<file path="src/sv/hbpd_pkg.sv">
// Shared types and constants for the dual H-bridge PWM driver.
// No dependencies.
package hbpd_pkg;

	localparam int CNT_W         = 7;
	localparam int SPEED_W       = 8;
	localparam int SPEED_RES_DEF = 100;

	typedef enum logic [1:0] {
		KIND_TICK   = 2'd0,
		KIND_UPDATE = 2'd1,
		KIND_CLEAR  = 2'd2
	} kind_t;

	// Per-channel command for one processed word.
	typedef struct packed {
		logic                      tick;
		logic                      apply;
		logic signed [SPEED_W-1:0] speed;
	} chan_ctrl_t;

endpackage

</file>
<file path="src/sv/dual_hbridge_pwm_driver.sv">
// Dual H-bridge slow-decay PWM driver, top level.
// Depends on hbpd_pkg and hbpd_chan.
//
// Usage:
//   Input words (kind, speed_a, speed_b, fault_pin) arrive on in_valid/in_stall
//   and are taken at an edge with in_valid high and in_stall low. kind selects
//   a timer tick, a control update (fault sampling, sleep and speeds) or a
//   fault clear; the unused code leaves the state alone.
//   Each word yields one result word (pins, sleep_n, fault flags) on
//   out_valid/out_stall, taken at an edge with out_valid high, out_stall low.
//   The word lands in an input register and moves into the output register
//   once the output can advance; out_valid then rises. Throughput: one word
//   per cycle while out_stall is low, set by the single state update between
//   the two registers. When out_stall holds, the result is kept stable; one
//   more word is taken into the input register, then in_stall rises until
//   the output drains. auto_clear is written on cfg_valid/cfg_ready (always
//   ready); the user must write it only while idle, which the block does not
//   enforce. Reset: counters 0, compares at the resolution (all pins high),
//   driver asleep, fault latch clear, auto_clear 1, both channels empty.
module dual_hbridge_pwm_driver #(
	parameter int SPEED_RESOLUTION = hbpd_pkg::SPEED_RES_DEF
) (
	input  logic                                clk,
	input  logic                                arst_n,
	input  logic                                cfg_valid,
	output logic                                cfg_ready,
	input  logic                                cfg_data,
	input  logic                                in_valid,
	output logic                                in_stall,
	input  logic [1:0]                          kind,
	input  logic signed [hbpd_pkg::SPEED_W-1:0] speed_a,
	input  logic signed [hbpd_pkg::SPEED_W-1:0] speed_b,
	input  logic                                fault_pin,
	output logic                                out_valid,
	input  logic                                out_stall,
	output logic                                pin_a1,
	output logic                                pin_a2,
	output logic                                pin_b1,
	output logic                                pin_b2,
	output logic                                sleep_n,
	output logic                                fault_active,
	output logic                                fault_event
);

	localparam int SW = hbpd_pkg::SPEED_W;

	logic                 valid_s1;
	logic [1:0]           kind_s1;
	logic signed [SW-1:0] speed_a_s1, speed_b_s1;
	logic                 fault_pin_s1;

	logic auto_clear_q, latch_q, sleep_q;
	logic out_valid_q;
	logic pin_a1_q, pin_a2_q, pin_b1_q, pin_b2_q, event_q;

	logic adv, accept, proc;
	logic latch_nxt, sleep_nxt, event_nxt;
	hbpd_pkg::chan_ctrl_t ctrl_a, ctrl_b;
	logic pa1, pa2, pb1, pb2;

	assign cfg_ready = 1'b1;
	assign adv       = !out_valid_q || !out_stall;
	assign in_stall  = valid_s1 && !adv;
	assign accept    = in_valid && !in_stall;
	assign proc      = valid_s1 && adv;

	always_comb begin
		latch_nxt    = latch_q;
		sleep_nxt    = sleep_q;
		event_nxt    = 1'b0;
		ctrl_a.tick  = 1'b0;
		ctrl_a.apply = 1'b0;
		ctrl_a.speed = speed_a_s1;
		ctrl_b.tick  = 1'b0;
		ctrl_b.apply = 1'b0;
		ctrl_b.speed = speed_b_s1;
		unique case (hbpd_pkg::kind_t'(kind_s1))
			hbpd_pkg::KIND_TICK: begin
				ctrl_a.tick = 1'b1;
				ctrl_b.tick = 1'b1;
			end
			hbpd_pkg::KIND_UPDATE: begin
				// fault pin is sampled only while the latch is clear
				if (!latch_q) begin
					event_nxt = !fault_pin_s1;
					latch_nxt = !fault_pin_s1 && !auto_clear_q;
				end
				ctrl_a.apply = 1'b1;
				ctrl_b.apply = 1'b1;
				if (latch_nxt) begin
					sleep_nxt    = 1'b0;
					ctrl_a.speed = '0;
					ctrl_b.speed = '0;
				end else begin
					sleep_nxt = (speed_a_s1 != '0) || (speed_b_s1 != '0);
				end
			end
			hbpd_pkg::KIND_CLEAR: begin
				latch_nxt = 1'b0;
			end
			default: begin
			end
		endcase
	end

	hbpd_chan #(
		.SPEED_RESOLUTION(SPEED_RESOLUTION)
	) u_chan_a (
		.clk   (clk),
		.arst_n(arst_n),
		.en    (proc),
		.ctrl  (ctrl_a),
		.pin1  (pa1),
		.pin2  (pa2)
	);

	hbpd_chan #(
		.SPEED_RESOLUTION(SPEED_RESOLUTION)
	) u_chan_b (
		.clk   (clk),
		.arst_n(arst_n),
		.en    (proc),
		.ctrl  (ctrl_b),
		.pin1  (pb1),
		.pin2  (pb2)
	);

	always_ff @(posedge clk or negedge arst_n) begin
		if (!arst_n) begin
			valid_s1     <= 1'b0;
			out_valid_q  <= 1'b0;
			auto_clear_q <= 1'b1;
			latch_q      <= 1'b0;
			sleep_q      <= 1'b0;
		end else begin
			if (cfg_valid && cfg_ready) begin
				auto_clear_q <= cfg_data;
			end
			if (accept) begin
				valid_s1 <= 1'b1;
			end else if (adv) begin
				valid_s1 <= 1'b0;
			end
			if (proc) begin
				out_valid_q <= 1'b1;
				latch_q     <= latch_nxt;
				sleep_q     <= sleep_nxt;
			end else if (!out_stall) begin
				out_valid_q <= 1'b0;
			end
		end
	end

	// payload registers, no reset
	always_ff @(posedge clk) begin
		if (accept) begin
			kind_s1      <= kind;
			speed_a_s1   <= speed_a;
			speed_b_s1   <= speed_b;
			fault_pin_s1 <= fault_pin;
		end
		if (proc) begin
			pin_a1_q <= pa1;
			pin_a2_q <= pa2;
			pin_b1_q <= pb1;
			pin_b2_q <= pb2;
			event_q  <= event_nxt;
		end
	end

	assign out_valid    = out_valid_q;
	assign pin_a1       = pin_a1_q;
	assign pin_a2       = pin_a2_q;
	assign pin_b1       = pin_b1_q;
	assign pin_b2       = pin_b2_q;
	assign sleep_n      = sleep_q;
	assign fault_active = latch_q;
	assign fault_event  = event_q;

endmodule

</file>
<file path="src/sv/hbpd_chan.sv">
// One PWM channel: period counter, last applied speed and compare pair.
// Depends on hbpd_pkg. Pin outputs reflect the state after this word.
module hbpd_chan #(
	parameter int SPEED_RESOLUTION = hbpd_pkg::SPEED_RES_DEF
) (
	input  logic                 clk,
	input  logic                 arst_n,
	input  logic                 en,
	input  hbpd_pkg::chan_ctrl_t ctrl,
	output logic                 pin1,
	output logic                 pin2
);

	localparam int CW = hbpd_pkg::CNT_W;
	localparam int SW = hbpd_pkg::SPEED_W;
	localparam logic [CW-1:0] RES = CW'(SPEED_RESOLUTION);
	localparam logic [SW:0]   RES9 = (SW+1)'(SPEED_RESOLUTION);

	logic [CW-1:0] count_q, cmp0_q, cmp1_q;
	logic [SW-1:0] last_q;
	logic [CW-1:0] count_nxt, cmp0_nxt, cmp1_nxt;
	logic [SW-1:0] last_nxt;
	logic [CW:0]   inc;
	logic [SW:0]   spd9, diff9, sum9;
	logic          changed;

	always_comb begin
		inc     = {1'b0, count_q} + (CW+1)'(1);
		spd9    = {ctrl.speed[SW-1], ctrl.speed};
		diff9   = RES9 - spd9;
		sum9    = RES9 + spd9;
		changed = ctrl.apply && (ctrl.speed != last_q);

		count_nxt = count_q;
		cmp0_nxt  = cmp0_q;
		cmp1_nxt  = cmp1_q;
		last_nxt  = last_q;
		if (ctrl.tick) begin
			count_nxt = (inc >= (CW+1)'(SPEED_RESOLUTION)) ? '0 : inc[CW-1:0];
		end
		if (changed) begin
			last_nxt  = ctrl.speed;
			count_nxt = '0;
			// forward drive lowers compare 0, reverse lowers compare 1; clamp at 0
			if (ctrl.speed[SW-1]) begin
				cmp0_nxt = RES;
				cmp1_nxt = sum9[SW] ? '0 : sum9[CW-1:0];
			end else begin
				cmp0_nxt = diff9[SW] ? '0 : diff9[CW-1:0];
				cmp1_nxt = RES;
			end
		end
		pin1 = count_nxt < cmp0_nxt;
		pin2 = count_nxt < cmp1_nxt;
	end

	always_ff @(posedge clk or negedge arst_n) begin
		if (!arst_n) begin
			count_q <= '0;
			last_q  <= '0;
			cmp0_q  <= RES;
			cmp1_q  <= RES;
		end else if (en) begin
			count_q <= count_nxt;
			last_q  <= last_nxt;
			cmp0_q  <= cmp0_nxt;
			cmp1_q  <= cmp1_nxt;
		end
	end

endmodule

</file>
<file path="config.mk">
export PLATFORM = sky130hd
export DESIGN_NAME = dual_hbridge_pwm_driver
export DESIGN_NICKNAME = d
export VERILOG_FILES = /design/src/sv/hbpd_pkg.sv /design/src/sv/dual_hbridge_pwm_driver.sv /design/src/sv/hbpd_chan.sv
export SDC_FILE = /design/constraint.sdc
export NUM_CORES = 1
export LEC_CHECK = 0
export BUFFER_PORTS_ARGS = -buffer_cell sky130_fd_sc_hd__buf_2
export CORE_ASPECT_RATIO = 0.5
export CORE_UTILIZATION = 32
export CTS_CLUSTER_SIZE = 10
export DETAILED_ROUTE_END_ITERATION = 16
export GPL_ROUTABILITY_DRIVEN = 1
export PLACE_DENSITY = 0.58
export SYNTH_ARGS = -nofsm -noshare
export SYNTH_HDL_FRONTEND = slang
export SYNTH_SLANG_ARGS = --single-unit
</file>
<file path="constraint.sdc">
create_clock -name clk -period 4.5 [get_ports clk]
set_input_delay 0.225 -clock clk [delete_from_list [all_inputs] [get_ports clk]]
set_output_delay 0.225 -clock clk [all_outputs]
set_load 0.03 [all_outputs]
</file>
Word-level counts from Yosys, hierarchy flattened. Index checks and enable logic that the tools add are counted.

Flip-flop bits (word level): 87. Input bits: 25. Logic and storage cells: 95.

$add $sub $neg: 6. $lt $le $gt $ge: 6. Eq/ne operators: 5. Mux-type cells: 31. Bitwise operators: 1. Reductions and logical operators: 24.

Operator list (number): 2-to-1 mux 7 bit (18); < comparator 7 bit (4); adder 8 x 8 -> 9 bit, first input constant (2); 2-to-1 mux 9 bit (2); subtractor 8 x 8 -> 9 bit, first input constant (2); adder 7 x 1 -> 8 bit, second input constant (2); greater-or-equal comparator 8 x 7 -> 1 bit, second input constant (2); 2-to-1 mux 8 bit (2); != test 8 bit (2); nonzero test 8 bit (2); 2-to-1 mux 1 bit (8); AND reduction 2 bit (4); logical AND 1 bit (6); logical NOT 1 bit (6); nonzero test 2 bit (2); equality test 2 x 1 -> 1 bit, second input constant (1); equality test 2 bit, second input constant (1); logical NOT 2 bit (1); logical OR 1 bit (2); != test 2 x 1 -> 1 bit, second input constant (1); one-hot mux 1 bit (2 select lines) (1); OR reduction 2 bit (1); NOT 1 bit (1).

Longest topological paths before layout.
Word-level depth: 11. Depth in mapped cells: 20.

Modules after synthesis. From an unflattened synthesis, not the netlist that was laid out.

Cell total of the unflattened synthesis: 607. Area total of the unflattened synthesis: 5750.5 sq um.

Modules (own cells, without submodules): hbpd_chan (instances 2, cells each 267, area an instance 2288.4 sq um); dual_hbridge_pwm_driver (instances 1, cells each 73, area an instance 1173.6 sq um).

Worst setup path after synthesis. Ideal clock, no wire load.

Kind: register to register. Start point: reg u_chan_b.count_q[0]. End point: reg pin_b2_q (netlist: pin_b2), data pin. Arrival time: 3.533 ns. Data required time: 4.342 ns. Slack: 0.809 ns. Stages on the path, launching flop included: 16. Path buffers: 0. Cell sequence: dfrtp_1 -> ha_1 -> or4_1 -> and3_4 -> nand2b_4 -> o221a_4 -> a21oi_4 -> a32oi_1 -> nor2_1 -> ha_1 -> a21o_1 -> a21oi_1 -> nor2b_1 -> a2111oi_0 -> nand3_1 -> o211ai_1.

Word-level cells in the longest chain between the ends: 6.

RTL lines: start, declared (RTL line hbpd_chan.sv:19) `logic [CW-1:0] count_q, cmp0_q, cmp1_q;`; start signal, assigned (RTL line hbpd_chan.sv:64) `count_q <= count_nxt;`; adder 7 x 1 -> 8 bit * (RTL line hbpd_chan.sv:28) `inc = {1'b0, count_q} + (CW+1)'(1);`; greater-or-equal comparator 8 x 7 -> 1 bit (RTL line hbpd_chan.sv:39) `count_nxt = (inc >= (CW+1)'(SPEED_RESOLUTION)) ? '0 : inc[CW-1:0];`; 2-to-1 mux 7 bit * (RTL line hbpd_chan.sv:39); 2-to-1 mux 7 bit * (RTL line hbpd_chan.sv:38) `if (ctrl.tick) begin`; 2-to-1 mux 7 bit * (RTL line hbpd_chan.sv:41) `if (changed) begin`; net u_chan_b.count_nxt[4] (RTL line hbpd_chan.sv:21) `logic [CW-1:0] count_nxt, cmp0_nxt, cmp1_nxt;`; < comparator 7 bit * (RTL line hbpd_chan.sv:54) `pin2 = count_nxt < cmp1_nxt;`; net pb2 (RTL line dual_hbridge_pwm_driver.sv:59) `logic pa1, pa2, pb1, pb2;`; end signal, assigned (RTL line dual_hbridge_pwm_driver.sv:166) `pin_b2_q <= pb2;`; end, declared (RTL line dual_hbridge_pwm_driver.sv:54) `logic pin_a1_q, pin_a2_q, pin_b1_q, pin_b2_q, event_q;`.

The timed path passes the listed nets; every way through them passes the cells marked *. A chain may end at the register's enable or synchronous reset.

Final worst setup path. Ends and elaborated chain as after synthesis.

==> Implementation_results.wiki <==
{| class="wikitable"
! Metric !! Value
|-
| Drt first-iter violations || 309
|-
| Violated checks || hold timing
|-
| Clock net sink count || 87
|-
| Largest fanout of any net on the critical path || 8
|-
| Critical path buffer and inverter count || 0
|-
| Number of antenna diodes || 0
|-
| Worst R2R Start || u_chan_b.count_q[0]$_DFFE_PN0P_
|-
| Mapped Cells || 647
|-
| Cell type with the highest aggregate area in the netlist || sky130_fd_sc_hd__dfrtp_1
|-
| Transition time at the pin with the least slew margin || 1068 ps
|-
| Die height || 97.81 µm
|-
| Summed area of non-filler cells in the final layout || 6554 µm²
|-
| Starting utilization of the core area || 33.27%
|-
| Endpoints failing hold || 16
|-
| Cts bufs inserted || 9
|-
| Top cells by area in the synthesized netlist || sky130_fd_sc_hd__dfrtp_1, sky130_fd_sc_hd__edfxtp_1, sky130_fd_sc_hd__ha_1, sky130_fd_sc_hd__nand2_1, sky130_fd_sc_hd__dfstp_2
|-
| Drt total wl || 14170 µm
|-
| Class of the most critical hold timing path || in -> async
|-
| Biggest cell delay along the critical path || 540 ps
|-
| Met1 wire length || 7200 µm
|-
| Final design utilization || 37.12%
|-
| Count of state elements after synthesis || 87
|-
| Number of cells on the critical path || 15
|-
| Vias per Instance || 5.421
|-
| Drc violations || 0
|-
| Clock tree from TritonCTS || yes
|-
| Number of routed nets with antenna violations || 0
|-
| Number of enable flip-flop cells after synthesis || 24
|-
| Overall routing resource usage || 15.83%
|-
| Tightest slew margin relative to the limit || 28.79%
|-
| Achievable frequency || 242.6 MHz
|-
| Final slew viol count || 0
|-
| WS Path Type || reg -> reg
|-
| Syn Std Cell Area || 5874 µm²
|-
| Data arrival at the endpoint of the critical path || 4300 ps
|-
| Area growth from synthesis to final layout || 11.57%
|-
| Startpoint kind of the worst setup timing path || flop
|-
| Setup crit end kind || flop
|-
| Total power density per cell area || 476.8 nW/µm²
|-
| Wire length on met3 || 625 µm
|-
| Count of unique library cells instantiated by Yosys || 74
|-
| Wire length on met2 || 6171 µm
|-
| Wire length per cell || 15.80 µm
|-
| Pin count of the biggest net entering global routing || 36
|-
| Cell at the root of the clock tree || sky130_fd_sc_hd__clkbuf_16
|-
| Total I/O pin count || 35
|-
| Die X-Extent || 193.6 µm
|-
| Worst voltage drop across the vdd grid || 0.0002361 V
|-
| Placed Instances || 881
|-
| Wire length of the first global-routing pass || 24150 µm
|-
| RSZ-0062 raised after global routing || false
|-
| Portion of the post-synthesis area used by sequential elements || 39.38%
|-
| Required time reported for the critical path endpoint || 4680 ps
|-
| Remaining Overflow, GRT || 0
|-
| Number of antenna violations at the first check in global routing || 0
|-
| Cell area reported after detailed placement || 6208 µm²
|-
| Layout cells sized above 1 || 16.44%
|-
| Number of buffers between clock root and the deepest sink || 2
|-
| Worst hold slack across all endpoints || -26.18 ps
|-
| Gate family responsible for the most delay along the worst path || compound AO/OA/AOI/OAI gates
|-
| Top flip-flop cell by instance count after synthesis || sky130_fd_sc_hd__dfrtp_1
|-
| Detailed-routing iteration count for the pre-antenna-repair pass || 5
|-
| Time the worst path needs with I/O delays and setup || 4122 ps
|-
| R2R depth || 15
|-
| Clock slew at the register clock pins of the worst setup and hold paths || 70 ps
|-
| Total of endpoints with negative setup slack in the final report || 0
|-
| Worst-case register-to-register setup slack || 380 ps
|-
| Weighted congestion at the end of routability-driven global placement || 0.8755
|-
| Setup Fix Bufs, Post-CTS || 0
|-
| Share of synthesized registers carrying an async set or reset || 72.41%
|-
| Standard-cell rows || 34
|-
| Total leakage power || 2.698 nW
|-
| Count of hold-fix buffers inserted at cts || 0
|-
| Fin Setup TNS || 0 ps
|-
| Number of nets at the end of the flow || 716
|-
| Syn Nets || 705
|-
| Cts repair resizes || 0
|-
| R2r endpoint || pin_b2$_DFFE_PP_
|-
| Core area || 17650 µm²
|-
| Slowest library cell on the worst path || sky130_fd_sc_hd__or4_1
|-
| Ratio of final minimum period to clock period || 91.60%
|-
| Number of buffers added on ports || 33
|-
| Layout Cells excl Fill || 897
|-
| Count of yosys warnings during synthesis || 0
|-
| Insertion delay of the later-clocked pin in the worst-skew pair || 350 ps
|-
| Yosys top cell area share || 21.30%
|-
| H-tree levels || 3
|-
| Synthesized area per cell || 9.079 µm²
|-
| Post-detailed-placement half-perimeter wirelength || 10220 µm
|-
| Die outline area || 18940 µm²
|-
| Max Used Layer || met4
|-
| Max Cap Violations || 0
|-
| Most used cell along the critical path || sky130_fd_sc_hd__ha_1
|-
| Largest clock skew in the final design || 6.416 ps
|-
| Ordered list of cells on the worst path || ha_1, or4_1, and3_4, nand2b_4, o221a_4, a21oi_4, a32oi_1, nor2_1, ha_1, a21o_1, a21oi_1, nor2b_1, a2111oi_0, nand3_1, o211ai_1
|-
| Via count || 4863
|-
| Run status || finished with violations
|-
| Number of global-route vias before repair || 4560
|}
[metrics by stage]
stage | setup WS (ps) | total power, mW
2_1_floorplan | 808.7 | 1.994
3_3_place_gp | 586.1 | 2.222
3_5_place_dp | 443.9 | 2.251
4_1_cts | 414.6 | 3.142
6_report | 378.0 | 3.125
5_1_grt | 144.4 | 3.337
[cells in the final DEF (no fill, tap or decap), types with 10 or more instances in the layout]
master	netlist	layout
sky130_fd_sc_hd__a21oi_1	41	41
sky130_fd_sc_hd__a31oi_1	13	13
sky130_fd_sc_hd__buf_2	19	33
sky130_fd_sc_hd__buf_4	5	12
sky130_fd_sc_hd__dfrtp_1	50	50
sky130_fd_sc_hd__dfstp_2	13	13
sky130_fd_sc_hd__edfxtp_1	24	24
sky130_fd_sc_hd__ha_1	33	33
sky130_fd_sc_hd__inv_1	14	14
sky130_fd_sc_hd__mux2_2	20	20
sky130_fd_sc_hd__mux2i_1	20	20
sky130_fd_sc_hd__nand2_1	105	105
sky130_fd_sc_hd__nand3_1	24	24
sky130_fd_sc_hd__nand4_1	10	10
sky130_fd_sc_hd__nor2_1	43	43
sky130_fd_sc_hd__o21ai_0	49	49
sky130_fd_sc_hd__xnor2_1	10	10
[routing by layer]
metal	global-route usage, %	vias up
li1	-	2375
met1	22.92	2355
met2	24.10	123
met3	3.005	10
met4	4.246	0
met5	0	-
[sequential cells by signal (all words and copies together), names as in the netlist, 7 cells and up]
register and count:
u_chan_a.count_q 7, u_chan_b.count_q 7, u_chan_a.last_q 8, u_chan_b.cmp0_q 7, speed_a_s1 8, speed_b_s1 8
u_chan_a.cmp0_q 7, u_chan_b.cmp1_q 7, u_chan_b.last_q 8, u_chan_a.cmp1_q 7
[report_power, final]
part	leakage (nW)	internal [mW]	switching, mW	total [mW]
sequential	0.986	1.01	0.203	1.22
clock	0.166	0.545	0.334	0.878
combinational	1.55	0.450	0.581	1.03
total	2.70	2.01	1.12	3.12
[worst max path at each step]
| stage | from | endpoint | slack, ps |
|---|---|---|---|
| final | u_chan_b.count_q[0]$_DFFE_PN0P_ | pin_b2$_DFFE_PP_ | 380 |
| after global routing | u_chan_b.count_q[0]$_DFFE_PN0P_ | pin_b2$_DFFE_PP_ | 140 |
| after CTS | u_chan_b.count_q[0]$_DFFE_PN0P_ | pin_b2$_DFFE_PP_ | 410 |
| after detailed placement | u_chan_b.count_q[0]$_DFFE_PN0P_ | pin_b2$_DFFE_PP_ | 440 |
| after global placement | u_chan_b.count_q[0]$_DFFE_PN0P_ | pin_b2$_DFFE_PP_ | 590 |
| after floorplan | u_chan_b.count_q[0]$_DFFE_PN0P_ | pin_b2$_DFFE_PP_ | 810 |
[cells by family (layout without fill, tap and decap cells)]
family | after synthesis | count (layout) | share of synthesized area, %
adders and majority gates | 33 | 33 | 7.029
DFF | 87 | 87 | 39.38
xor gates and xnor gates | 17 | 17 | 2.535
buffers and inverters | 60 | 76 | 4.792
and+or+nand+nor | 241 | 241 | 19.72
muxes | 40 | 40 | 7.242
other | 1 | 1 | 0.06384
AOI/OAI and AO/OA | 168 | 168 | 19.23
[cell type report]
| cell class | instances | area [µm²] |
|---|---|---|
| repair buffers | 45 | 255.2 |
| inverters | 15 | 56.30 |
| multi-input cells | 500 | 3291 |
| well taps | 234 | 292.8 |
| flip-flops and latches | 87 | 2313 |
| fillers | 1793 | 11100 |
| clock inverters | 7 | 120.1 |
| clock buffers | 9 | 225.2 |
[synth_stat cells (3+ instances only)]
cell,count
sky130_fd_sc_hd__xnor2_1,10
sky130_fd_sc_hd__mux2_2,20
sky130_fd_sc_hd__ha_1,33
sky130_fd_sc_hd__nand2_1,105
sky130_fd_sc_hd__edfxtp_1,24
sky130_fd_sc_hd__nor3_1,5
sky130_fd_sc_hd__a21oi_1,41
sky130_fd_sc_hd__o21ai_0,49
sky130_fd_sc_hd__a32oi_1,3
sky130_fd_sc_hd__nor4_1,4
sky130_fd_sc_hd__nor2b_1,9
sky130_fd_sc_hd__dfstp_2,13
sky130_fd_sc_hd__o21ai_1,4
sky130_fd_sc_hd__o21a_1,3
sky130_fd_sc_hd__mux2i_1,20
sky130_fd_sc_hd__and2_1,9
sky130_fd_sc_hd__inv_1,14
sky130_fd_sc_hd__a31oi_1,13
sky130_fd_sc_hd__nor4bb_1,8
sky130_fd_sc_hd__nand4_1,10
sky130_fd_sc_hd__clkbuf_1,18
sky130_fd_sc_hd__buf_2,19
sky130_fd_sc_hd__buf_4,5
sky130_fd_sc_hd__nand2b_1,4
sky130_fd_sc_hd__and3_1,7
sky130_fd_sc_hd__o32ai_1,8
sky130_fd_sc_hd__xor2_1,7
sky130_fd_sc_hd__o211ai_1,5
sky130_fd_sc_hd__or3_1,3
sky130_fd_sc_hd__a211oi_1,3
sky130_fd_sc_hd__a21o_1,7
sky130_fd_sc_hd__nand3_1,24
sky130_fd_sc_hd__a22o_1,3
sky130_fd_sc_hd__nor2_1,43
sky130_fd_sc_hd__dfrtp_1,50
No activity file was read; power rests on OpenSTA's default activity.
